===== src/hdl/dbnc_pkg.sv =====
// Shared types and constants for the discrete input debouncer.
// Holds the channel and window sizes, the board pin table and the window result type.
// No dependencies.
package dbnc_pkg;

    localparam int CHANNELS = 32;
    localparam int WINDOW = 4;
    localparam int CNT_W = $clog2(WINDOW);
    localparam int VEC_W = 32;
    localparam int ID_W = 5;
    localparam int PIN_W = 5;
    localparam int PIN_COUNT = 32;

    localparam logic [VEC_W-1:0] MASK_RESET = 32'hF0FF_FFFF;

    typedef logic [PIN_W-1:0] t_pin;

    localparam t_pin PIN_TABLE [PIN_COUNT] = '{
        5'h1F, 5'h1E, 5'h1D, 5'h1C, 5'h1A, 5'h19, 5'h1B, 5'h18,
        5'h02, 5'h03, 5'h04, 5'h16, 5'h10, 5'h00, 5'h15, 5'h0A,
        5'h0B, 5'h0C, 5'h0D, 5'h0E, 5'h0F, 5'h11, 5'h12, 5'h13,
        5'h01, 5'h06, 5'h06, 5'h06, 5'h06, 5'h06, 5'h06, 5'h06
    };

    typedef struct packed {
        logic             window_done;
        logic             ignition_on;
        logic [VEC_W-1:0] input_vector;
    } t_win_result;

endpackage


===== src/hdl/dbnc_if.sv =====
// Handshake channel interfaces for the discrete input debouncer.
// Depends on dbnc_pkg for the field widths.
interface dbnc_scan_if;
    logic                         valid;
    logic                         ready;
    logic [dbnc_pkg::VEC_W-1:0]   scan_bits;
    logic                         ignition_sample;
    logic [dbnc_pkg::ID_W-1:0]    query_id;

    modport source (output valid, output scan_bits, output ignition_sample,
                    output query_id, input ready);
    modport sink (input valid, input scan_bits, input ignition_sample,
                  input query_id, output ready);
endinterface

interface dbnc_result_if;
    logic                         valid;
    logic                         ready;
    logic                         query_status;
    logic                         ignition_on;
    logic [dbnc_pkg::VEC_W-1:0]   input_vector;
    logic                         window_done;

    modport source (output valid, output query_status, output ignition_on,
                    output input_vector, output window_done, input ready);
    modport sink (input valid, input query_status, input ignition_on,
                  input input_vector, input window_done, output ready);
endinterface

interface dbnc_cfg_if;
    logic                         valid;
    logic                         ready;
    logic [dbnc_pkg::VEC_W-1:0]   data;

    modport source (output valid, output data, input ready);
    modport sink (input valid, input data, output ready);
endinterface


===== src/hdl/dbnc_filter.sv =====
// Sample histories, window counter and debounced state of the debouncer.
// Produces the post-update window result for the scan being transferred.
// Depends on dbnc_pkg.
module dbnc_filter (
    input  logic                         i_clk,
    input  logic                         i_rst_n,
    input  logic                         i_accept,
    input  logic [dbnc_pkg::VEC_W-1:0]   i_scan_bits,
    input  logic                         i_ignition_sample,
    input  logic [dbnc_pkg::VEC_W-1:0]   i_mask,
    output dbnc_pkg::t_win_result        o_result
);
    import dbnc_pkg::*;

    logic [WINDOW-1:0]   r_chan_hist [CHANNELS];
    logic [WINDOW-1:0]   n_chan_hist [CHANNELS];
    logic [WINDOW-1:0]   r_ign_hist;
    logic [WINDOW-1:0]   n_ign_hist;
    logic [CNT_W-1:0]    r_count;
    logic [CNT_W-1:0]    n_count;
    logic [CHANNELS-1:0] r_debounced;
    logic [CHANNELS-1:0] n_debounced;
    logic                r_ign_state;
    logic                n_ign_state;
    logic [VEC_W-1:0]    r_reported;
    logic [VEC_W-1:0]    n_reported;
    logic                n_done;

    always_comb begin
        n_done = (r_count == CNT_W'(WINDOW - 1));
        n_count = n_done ? '0 : r_count + CNT_W'(1);
        n_ign_hist = {r_ign_hist[WINDOW-2:0], i_ignition_sample};
        n_debounced = r_debounced;
        n_ign_state = r_ign_state;
        for (int i = 0; i < CHANNELS; i++) begin
            n_chan_hist[i] = {r_chan_hist[i][WINDOW-2:0], i_scan_bits[i]};
            if (n_done && (n_chan_hist[i] == '0)) begin
                n_debounced[i] = 1'b0;
            end else if (n_done && (n_chan_hist[i] == '1)) begin
                n_debounced[i] = 1'b1;
            end
        end
        if (n_done && (n_ign_hist == '0)) begin
            n_ign_state = 1'b0;
        end else if (n_done && (n_ign_hist == '1)) begin
            n_ign_state = 1'b1;
        end
        n_reported = r_reported;
        if (n_done) begin
            n_reported = n_ign_state ? VEC_W'(n_debounced) : i_mask;
        end
    end

    always_ff @(posedge i_clk) begin
        if (!i_rst_n) begin
            for (int i = 0; i < CHANNELS; i++) begin
                r_chan_hist[i] <= '0;
            end
            r_ign_hist  <= '0;
            r_count     <= '0;
            r_debounced <= '0;
            r_ign_state <= 1'b0;
            r_reported  <= MASK_RESET;
        end else if (i_accept) begin
            r_chan_hist <= n_chan_hist;
            r_ign_hist  <= n_ign_hist;
            r_count     <= n_count;
            r_debounced <= n_debounced;
            r_ign_state <= n_ign_state;
            r_reported  <= n_reported;
        end
    end

    assign o_result.window_done  = n_done;
    assign o_result.ignition_on  = n_ign_state;
    assign o_result.input_vector = n_reported;

`ifndef SYNTHESIS
    a_window_wraps: assert property (@(posedge i_clk) disable iff (!i_rst_n)
        i_accept && n_done |=> r_count == '0)
        else $error("window counter did not wrap at window end");

    a_idle_holds: assert property (@(posedge i_clk) disable iff (!i_rst_n)
        !i_accept |=> $stable(r_debounced) && $stable(r_ign_state) && $stable(r_count))
        else $error("debounce state changed without a scan transfer");

    a_mid_window_holds: assert property (@(posedge i_clk) disable iff (!i_rst_n)
        i_accept && !n_done |=> $stable(r_reported) && $stable(r_debounced))
        else $error("reported vector changed inside a window");
`endif

endmodule


===== src/hdl/discrete_input_debouncer_unit.sv =====
// Top level of the discrete input debouncer: scan, result and mask channels,
// mask register, pin table query and the result register.
// Depends on dbnc_pkg, the channel interfaces and dbnc_filter.
//
// Each transfer on the scan channel carries one sample of every channel, one
// ignition sample and a query id. Every scan produces exactly one result.
// Scans are grouped into windows of four; on the fourth scan each channel whose
// four samples agree takes that value, and ignition is debounced the same way.
// The result shows the state after this scan: the reported vector (debounced
// vector with ignition on, otherwise the polarity mask), the debounced ignition,
// a window end flag, and the queried bit XOR the mask bit at its board pin.
// Result valid rises in the cycle after the scan transfer. One scan is taken
// every cycle; the rate is set by the single result register, which frees as it
// is read. When the receiver stalls, the result holds and the scan channel
// stays ready only while the result register is free or being read.
// The mask channel is always ready and must only be written while idle.
// Reset clears all histories, the debounced state and ignition, and loads the
// mask and reported vector with 0xF0FFFFFF.
module discrete_input_debouncer_unit (
    input  logic         i_clk,
    input  logic         i_rst_n,
    dbnc_scan_if.sink    i_scan,
    dbnc_cfg_if.sink     i_cfg,
    dbnc_result_if.source o_result
);
    import dbnc_pkg::*;

    logic [VEC_W-1:0] r_mask;
    logic             r_out_valid;
    logic             r_out_status;
    logic             r_out_ign;
    logic [VEC_W-1:0] r_out_vector;
    logic             r_out_done;
    logic             n_status;
    logic             scan_xfer;
    t_pin             pin;
    t_win_result      win;

    assign i_cfg.ready = 1'b1;
    assign i_scan.ready = !r_out_valid || o_result.ready;
    assign scan_xfer = i_scan.valid && i_scan.ready;

    always_ff @(posedge i_clk) begin
        if (!i_rst_n) begin
            r_mask <= MASK_RESET;
        end else if (i_cfg.valid) begin
            r_mask <= i_cfg.data;
        end
    end

    dbnc_filter u_filter (
        .i_clk             (i_clk),
        .i_rst_n           (i_rst_n),
        .i_accept          (scan_xfer),
        .i_scan_bits       (i_scan.scan_bits),
        .i_ignition_sample (i_scan.ignition_sample),
        .i_mask            (r_mask),
        .o_result          (win)
    );

    always_comb begin
        pin = PIN_TABLE[i_scan.query_id];
        n_status = win.input_vector[pin] ^ r_mask[pin];
    end

    always_ff @(posedge i_clk) begin
        if (!i_rst_n) begin
            r_out_valid <= 1'b0;
        end else if (scan_xfer) begin
            r_out_valid <= 1'b1;
        end else if (o_result.ready) begin
            r_out_valid <= 1'b0;
        end
    end

    always_ff @(posedge i_clk) begin
        if (scan_xfer) begin
            r_out_status <= n_status;
            r_out_ign    <= win.ignition_on;
            r_out_vector <= win.input_vector;
            r_out_done   <= win.window_done;
        end
    end

    assign o_result.valid        = r_out_valid;
    assign o_result.query_status = r_out_status;
    assign o_result.ignition_on  = r_out_ign;
    assign o_result.input_vector = r_out_vector;
    assign o_result.window_done  = r_out_done;

`ifndef SYNTHESIS
    a_free_means_ready: assert property (@(posedge i_clk) disable iff (!i_rst_n)
        !r_out_valid |-> i_scan.ready)
        else $error("scan channel stalled with an empty result register");

    a_ign_off_shows_mask: assert property (@(posedge i_clk) disable iff (!i_rst_n)
        r_out_valid && r_out_done && !r_out_ign |-> r_out_vector == r_mask)
        else $error("window end with ignition off did not report the mask");
`endif

endmodule


===== src/flat_wrapper.sv =====
// flat-port wrapper written by rule: the top's interface ports become plain ports
module discrete_input_debouncer_unit_flat import dbnc_pkg::*;
  (i_clk, i_rst_n, i_scan_valid, i_scan_scan_bits, i_scan_ignition_sample, i_scan_query_id, i_scan_ready, i_cfg_valid, i_cfg_data, i_cfg_ready, o_result_valid, o_result_query_status, o_result_ignition_on, o_result_input_vector, o_result_window_done, o_result_ready);
  dbnc_scan_if i_scan_i ();
  dbnc_cfg_if i_cfg_i ();
  dbnc_result_if o_result_i ();
  input  logic i_clk;
  input  logic i_rst_n;
  input wire logic [$bits(i_scan_i.valid)-1:0] i_scan_valid;
  input wire logic [$bits(i_scan_i.scan_bits)-1:0] i_scan_scan_bits;
  input wire logic [$bits(i_scan_i.ignition_sample)-1:0] i_scan_ignition_sample;
  input wire logic [$bits(i_scan_i.query_id)-1:0] i_scan_query_id;
  output wire logic [$bits(i_scan_i.ready)-1:0] i_scan_ready;
  input wire logic [$bits(i_cfg_i.valid)-1:0] i_cfg_valid;
  input wire logic [$bits(i_cfg_i.data)-1:0] i_cfg_data;
  output wire logic [$bits(i_cfg_i.ready)-1:0] i_cfg_ready;
  output wire logic [$bits(o_result_i.valid)-1:0] o_result_valid;
  output wire logic [$bits(o_result_i.query_status)-1:0] o_result_query_status;
  output wire logic [$bits(o_result_i.ignition_on)-1:0] o_result_ignition_on;
  output wire logic [$bits(o_result_i.input_vector)-1:0] o_result_input_vector;
  output wire logic [$bits(o_result_i.window_done)-1:0] o_result_window_done;
  input wire logic [$bits(o_result_i.ready)-1:0] o_result_ready;
  assign i_scan_i.valid = i_scan_valid;
  assign i_scan_i.scan_bits = i_scan_scan_bits;
  assign i_scan_i.ignition_sample = i_scan_ignition_sample;
  assign i_scan_i.query_id = i_scan_query_id;
  assign i_scan_ready = i_scan_i.ready;
  assign i_cfg_i.valid = i_cfg_valid;
  assign i_cfg_i.data = i_cfg_data;
  assign i_cfg_ready = i_cfg_i.ready;
  assign o_result_valid = o_result_i.valid;
  assign o_result_query_status = o_result_i.query_status;
  assign o_result_ignition_on = o_result_i.ignition_on;
  assign o_result_input_vector = o_result_i.input_vector;
  assign o_result_window_done = o_result_i.window_done;
  assign o_result_i.ready = o_result_ready;
  discrete_input_debouncer_unit u_core (.i_clk(i_clk), .i_rst_n(i_rst_n), .i_scan(i_scan_i), .i_cfg(i_cfg_i), .o_result(o_result_i));
endmodule

===== config.mk =====
export PLATFORM = sky130hd
export DESIGN_NAME = discrete_input_debouncer_unit_flat
export DESIGN_NICKNAME = d
export VERILOG_FILES = /design/src/hdl/dbnc_pkg.sv /design/src/hdl/dbnc_if.sv /design/src/hdl/dbnc_filter.sv /design/src/hdl/discrete_input_debouncer_unit.sv /design/src/flat_wrapper.sv
export SDC_FILE = /design/constraint.sdc
export NUM_CORES = 1
export LEC_CHECK = 0
export BUFFER_PORTS_ARGS = -buffer_cell sky130_fd_sc_hd__buf_4
export CAP_MARGIN = 20
export CORE_UTILIZATION = 25
export DETAILED_ROUTE_END_ITERATION = 10
export GPL_TIMING_DRIVEN = 0
export PLACE_DENSITY = 0.49
export SETUP_SLACK_MARGIN = 0.1
export SKIP_LAST_GASP = 1
export SYNTH_ARGS = -nofsm -noshare
export SYNTH_HDL_FRONTEND = slang
export SYNTH_HIERARCHICAL = 1
export SYNTH_SLANG_ARGS = --single-unit

===== constraint.sdc =====
create_clock -name i_clk -period 3.1 [get_ports i_clk]
set_input_delay 0.62 -clock i_clk [delete_from_list [all_inputs] [get_ports i_clk]]
set_output_delay 0.62 -clock i_clk [all_outputs]
set_load 0.1 [all_outputs]

Word level (Yosys, flattened, before mapping)

Memory sizes are Yosys's and may differ from the RTL's.
Index checks and enable logic that the tools add are counted.

Bits in read-only memories: 160
Bits in registers: 234
Memories kept: 1
Output and inout port bits: 38
Logic and storage cells: 263

Order comparisons: 2
Muxes and demuxes: 77
$add $sub $neg: 1
Equal/unequal tests: 34
Bitwise logic cells: 2
Reductions and logical operators: 103

Memories:

| memory           | depth | width | read ports | clocked after Yosys merged registers in | write ports | line                                | source |
|---|---|---|---|---|---|---|---|
| (name not given) | 32    | 5     | 1          | 0                                       | 0           | discrete_input_debouncer_unit.sv:62 | `pin = PIN_TABLE[i_scan.query_id];` |

Operator list:

| cell                                                                          | number |
|---|---|
| 4-bit equality test (second input constant)                                   | 33 |
| 4-bit logical NOT                                                             | 33 |
| 1-bit two-way mux                                                             | 70 |
| 1-bit logical AND                                                             | 67 |
| 32-bit two-way mux                                                            | 2 |
| 1-bit binary-select mux with 5-bit select                                     | 2 |
| 5-bit two-way mux                                                             | 2 |
| 6-bit >= comparator (second input constant)                                   | 1 |
| 5-bit by 6-bit less-than comparator with 1-bit output (second input constant) | 1 |
| 5-bit NOT with 6-bit output                                                   | 1 |
| 2-bit by 1-bit adder with 2-bit output (second input constant)                | 1 |
| 2-bit equality test (second input constant)                                   | 1 |
| 2-bit two-way mux                                                             | 1 |
| 2-bit nonzero test                                                            | 1 |
| 1-bit logical NOT                                                             | 1 |
| 1-bit logical OR                                                              | 1 |
| 1-bit bitwise XOR                                                             | 1 |

Logic depth before layout (Yosys ltp)

Word-level depth: 9
Depth in mapped cells: 13
Mapped depth without buffers: 10

Modules after synthesis

Netlist, hierarchy kept.

By module, submodules not included:

| module                        | area each (sq um) | cells each | times used | seq. area each (sq um) |
|---|---|---|---|---|
| dbnc_filter                   | 7647.3            | 756        | 1          | 3323.2 |
| discrete_input_debouncer_unit | 3191.8            | 251        | 1          | 1711.6 |

Worst setup path after synthesis

No wires, ideal clock.

Path type: register to register
From: register u_core.r_out_valid, in the netlist u_core/o_result.valid
To: register u_core.u_filter.r_reported[10]
Data required time: 2.972 ns
Path slack: -0.711 ns
Library setup time: 0.128 ns
Cell stages (with the launch flop): 8
Path buffers: 3
Arrival time: 3.682 ns
Path through: dfxtp_1 -> nand2b_1 -> and2_1 -> clkbuf_1 -> and3_1 -> clkbuf_1 -> clkbuf_1 -> a21oi_1

Cells in the longest elaborated chain, start to end: 3

RTL lines:

| element                | line                                | source |
|---|---|---|
| start, declared        | discrete_input_debouncer_unit.sv:29 | `logic r_out_valid;` |
| start signal, assigned | discrete_input_debouncer_unit.sv:68 | `r_out_valid <= 1'b0;` |
| start signal, assigned | discrete_input_debouncer_unit.sv:70 | `r_out_valid <= 1'b1;` |
| start signal, assigned | discrete_input_debouncer_unit.sv:72 | `r_out_valid <= 1'b0;` |
| 1-bit logical NOT      | discrete_input_debouncer_unit.sv:40 | `assign i_scan.ready = !r_out_valid \|\| o_result.ready;` |
| 1-bit logical OR       | discrete_input_debouncer_unit.sv:40 |  |
| via i_scan_ready       | flat_wrapper.sv:13                  | `output wire logic [$bits(i_scan_i.ready)-1:0] i_scan_ready;` |
| 1-bit logical AND      | discrete_input_debouncer_unit.sv:41 | `assign scan_xfer = i_scan.valid && i_scan.ready;` |
| via u_core.scan_xfer   | discrete_input_debouncer_unit.sv:35 | `logic scan_xfer;` |
| end signal, assigned   | dbnc_filter.sv:70                   | `r_reported <= n_reported;` |
| end, declared          | dbnc_filter.sv:25                   | `logic [VEC_W-1:0] r_reported;` |

The timed path passes the listed nets, and every way through them passes these cells.
A chain may end at the register's enable or synchronous reset.

==> summary.md <==
| Metric | Value |
|---|---|
| Global Route Usage Sum | `between 10% and 20%` |
| Hold Path Origin | `i_cfg_data[21]` |
| Syn_area_per_cell | `between 10 and 15 um2` |
| H-tree lvl count | `1` |
| Fmax | `about 0.31 GHz` |
| Num rows | `75` |
| Peak supply drop | `approximately 0.43 mV` |
| Pleak | `~5.6 nW` |
| Worst EP arrival | `3.46 ns` |
| Sequential cell area fraction in the yosys report | `a little under half` |
| Nets@finish | `about 1200` |
| Die ar. | `about 44000 um2` |
| CP max FO | `8` |
| Final worst slack | `-0.0843 ns` |
| Asr flop ratio synth | `0%` |
| CTS tree | `built` |
| Worst r2r path cells | `13` |
| Post-Synthesis Cells | `1007` |
| # clock sinks | `between 200 and 250` |
| CTS Buf Count | `27` |
| Worst Path Class, Setup | `flop to flop` |
| Worst Skew | `~0.014 ns` |
| Critical Path Sink Type | `flop` |
| Yosys cell types | `48` |
| Placed instance count | `around 1700` |
| Fin crit share | `103%` |
| Synth warn | `6` |
| CTS root buf | `clkbuf_16` |
| Failing checks | `negative setup slack` |
| Synthesized net count | `around 1100` |
| Design Power | `about 7.3 mW` |
| Crit path time final | `around 3.2 ns` |
| First-pass GRT wire length | `47.3 mm` |
| Fin. max-slew vios | `0` |
| Clock latency on the worst-skew pair | `between 0.5 and 0.6 ns` |
| Clock Tree Buf Depth | `3` |
| Area occupied by multi-input gates | `between 5000 and 6000 um2` |
| Met1 GRT Util | `a little under a fifth` |
| Max Cap Violations | `0` |
| Vias/cell | `4.57` |
| Die height | `roughly 210 um` |
| PD cells | `525 nW/um2` |
| HPWL after DPL | `about 23 mm` |
| Share of cells above drive strength 1 | `24.0%` |
| Core area | `42300 um2` |
| Busiest layer in global routing | `met2` |
| Prevailing post-synth register cell | `dfxtp_1` |
| Routed len/inst | `18.0 um` |
| Worst Path Required | `3.38 ns` |
| Setup slack, reg-to-reg | `-0.08 ns` |
| Synth-to-Final Area Change | `28.3%` |
| Clock-pin slew on the worst setup and hold paths | `0.06 ns` |
| Final Hold Vio Count | `0` |
| Post-route DRC | `0` |
| Hold path depth | `3` |
| RR Endpoint | `u_core/o_result.query_status` |
| Initial DRT Pass Iterations | `5` |
| Synth top area share | `a little under two fifths` |
| EDFF count, synth | `35` |
| Synth area leaders | `dfxtp_1 37%, mux2i_1 21%, edfxtp_1 9.7%` |
| Area leader, netlist | `dfxtp_1` |
| Crit path from | `u_core/u_filter/r_count[1]` |
| Crit path launch type | `flop` |
| HP Class | `input pin to flop` |
| RSZ-0062 raised after global routing | `true` |
| Diode count | `0` |
| Setup TNS Final | `-0.0843 ns` |
| Total Routed Length | `between 30 and 40 mm` |
| DRT antenna net count | `0` |
| Hold Path End | `u_core/r_mask[21]` |
| Initial DRC count | `438` |
| Worst-margin pin slew | `between 0.8 and 0.9 ns` |
| Post-Syn Area | `around 11000 um2` |
| Status | `finished with violations` |
| Top Ports | `roughly 110` |
| Final GP Congestion | `approximately 0.79` |
| # setup viols final | `1` |
| Met3 usage in global routing | `under 10%` |
| Hold slack | `between 0.3 and 0.4 ns` |
| Post-Layout Cell Count | `between 1500 and 2000` |
| Buffers on Ports | `around 110` |
| Met2 usage | `23.1%` |
| Largest net degree at the start of global routing | `38` |
| Die width | `~210 um` |
| FILL cells | `4319` |
| Antenna violations before repair | `0` |
| #FFs+latches synth | `~230` |
| Reg area | `~5000 um2` |
| FF-to-FF Start | `u_core/u_filter/r_count[1]` |
| Total gr overflow | `0` |
| Hold-fix buffers at CTS | `0` |
| Place WS | `-0.576 ns` |
| Initial Util | `roughly a quarter` |
| Vias in the first global route | `between 7000 and 8000` |
| Headroom to the max-slew limit | `between 40% and 50%` |
| Total number of vias | `about 8000` |
[where the power goes]
group          switching [mW]  leakage [nW]  internal (mW)
Sequential             0.0789          1.88           3.17
Clock                    1.27         0.469           1.96
Combinational           0.468          3.22          0.354
[state kept, by name, indices dropped and copies added, names as in the netlist]
name                          flops
u_core/u_filter/n_chan_hist      96
u_core/o_result.input_vector     32
u_core/r_mask                    32
u_core/u_filter/r_debounced      32
u_core/u_filter/r_reported       32
u_core/u_filter/r_ign_hist        3
u_core/u_filter/r_count           2
u_core/o_result.ignition_on       1
u_core/o_result.query_status      1
u_core/o_result.valid             1
u_core/o_result.window_done       1
u_core/u_filter/r_ign_state       1
[area by class of cell]
cell class / count / area share (%)
plain buffers: 72 / 3.22
multi-input cells: 693 / 42.1
clock inverters: 10 / 0.567
inverters: 8 / 0.216
well taps: 577 / 5.19
repair buffers: 116 / 6.39
flip-flops and latches: 234 / 36.2
clock buffers: 40 / 6.08
[worst max-delay path, cell delays in order, from the launching register on]
cell and delay [ns]:
dfxtp_2 0.35, ha_4 0.14, buf_8 0.13, or4b_4 0.46, a22o_1 0.23, buf_8 0.16
buf_12 0.15, mux2i_4 0.20, a21oi_1 0.16, mux2i_1 0.17, o22ai_1 0.10, nor4_1 0.35
mux2i_1 0.15, xnor2_1 0.14
[layout by cell type, fill, tap and decap left out, drive strengths merged]
cell and n:
a21boi 2, a21oi 64, a22o 33, a22oi 2, a31oi 1, a41o 33
and2 1, and2b 2, and3 1, buf 152, bufinv 1, clkbuf 76
clkinv 8, conb 1, dfxtp 199, edfxtp 35, ha 8, inv 9
mux2 1, mux2i 222, mux4 8, nand2 37, nand2b 3, nand3 4
nand3b 1, nor2 66, nor2b 139, nor3 2, nor4 2, nor4b 1
o211ai 1, o21a 1, o21ai 5, o22ai 13, or2b 1, or3 3
or3b 1, or4b 33, xnor2 1
[layer usage]
metal,routed length (um),vias up
li1,-,3945
met1,15000,3856
met2,14600,156
met3,1280,34
met4,595,0
met5,0,-
[cells in the mapped netlist, types with 2 or more instances]
master,count
or3_1,3
edfxtp_1,35
mux4_1,6
nand2_1,37
a21boi_0,2
mux2i_1,222
buf_2,17
or4b_1,12
mux4_2,2
dfxtp_1,199
or4b_2,21
nor3_1,2
nor4_1,2
buf_1,8
nor2b_1,139
o21ai_0,3
buf_4,5
a22o_1,33
inv_1,8
a41o_1,33
and2b_1,2
buf_6,5
nand2b_1,3
nand3_1,4
o22ai_1,13
ha_1,8
nor2_1,66
clkbuf_1,35
a21oi_1,63
[worst max-delay path by stage]
stage | endpoint | slack (ns) | cells past startpoint
6_report | u_core/o_result.query_status | -0.08 | 13
2_1_floorplan | u_core/u_filter/r_reported[10] | 0.15 | 7
4_1_cts | u_core/o_result.query_status | -0.19 | 13
5_1_grt | u_core/o_result.query_status | -0.17 | 13
3_5_place_dp | u_core/u_filter/r_reported[11] | -0.58 | 8
3_3_place_gp | u_core/u_filter/r_reported[9] | -0.55 | 8
[what timing repair did]
item	in CTS	in global routing
pin swaps	1	8
setup buffers	0	7
setup endpoints to repair	25	17
gates resized for setup	29	80
cloned	0	1
[through the flow]
stage	area, um2	util [%]
2_1_floorplan	10800	-
3_3_place_gp	12400	29.3
3_5_place_dp	12400	29.3
4_1_cts	13400	31.7
5_1_grt	13900	32.9
6_report	13900	32.9
[cells by family after synthesis]
logic type / count (synthesis) / synth area share (%)
AO/OA/AOI/OAI: 155 / 10.4
XOR/XNOR: 1 / 0.0808
adder cells (fa/ha/maj): 8 / 0.924
buffers and inverters: 80 / 3.74
flip-flops: 234 / 46.5
multiplexers: 231 / 22.5
other: 1 / 0.0346
AND/OR/NAND/NOR: 297 / 15.9
Power figures use the tool's default switching activity.
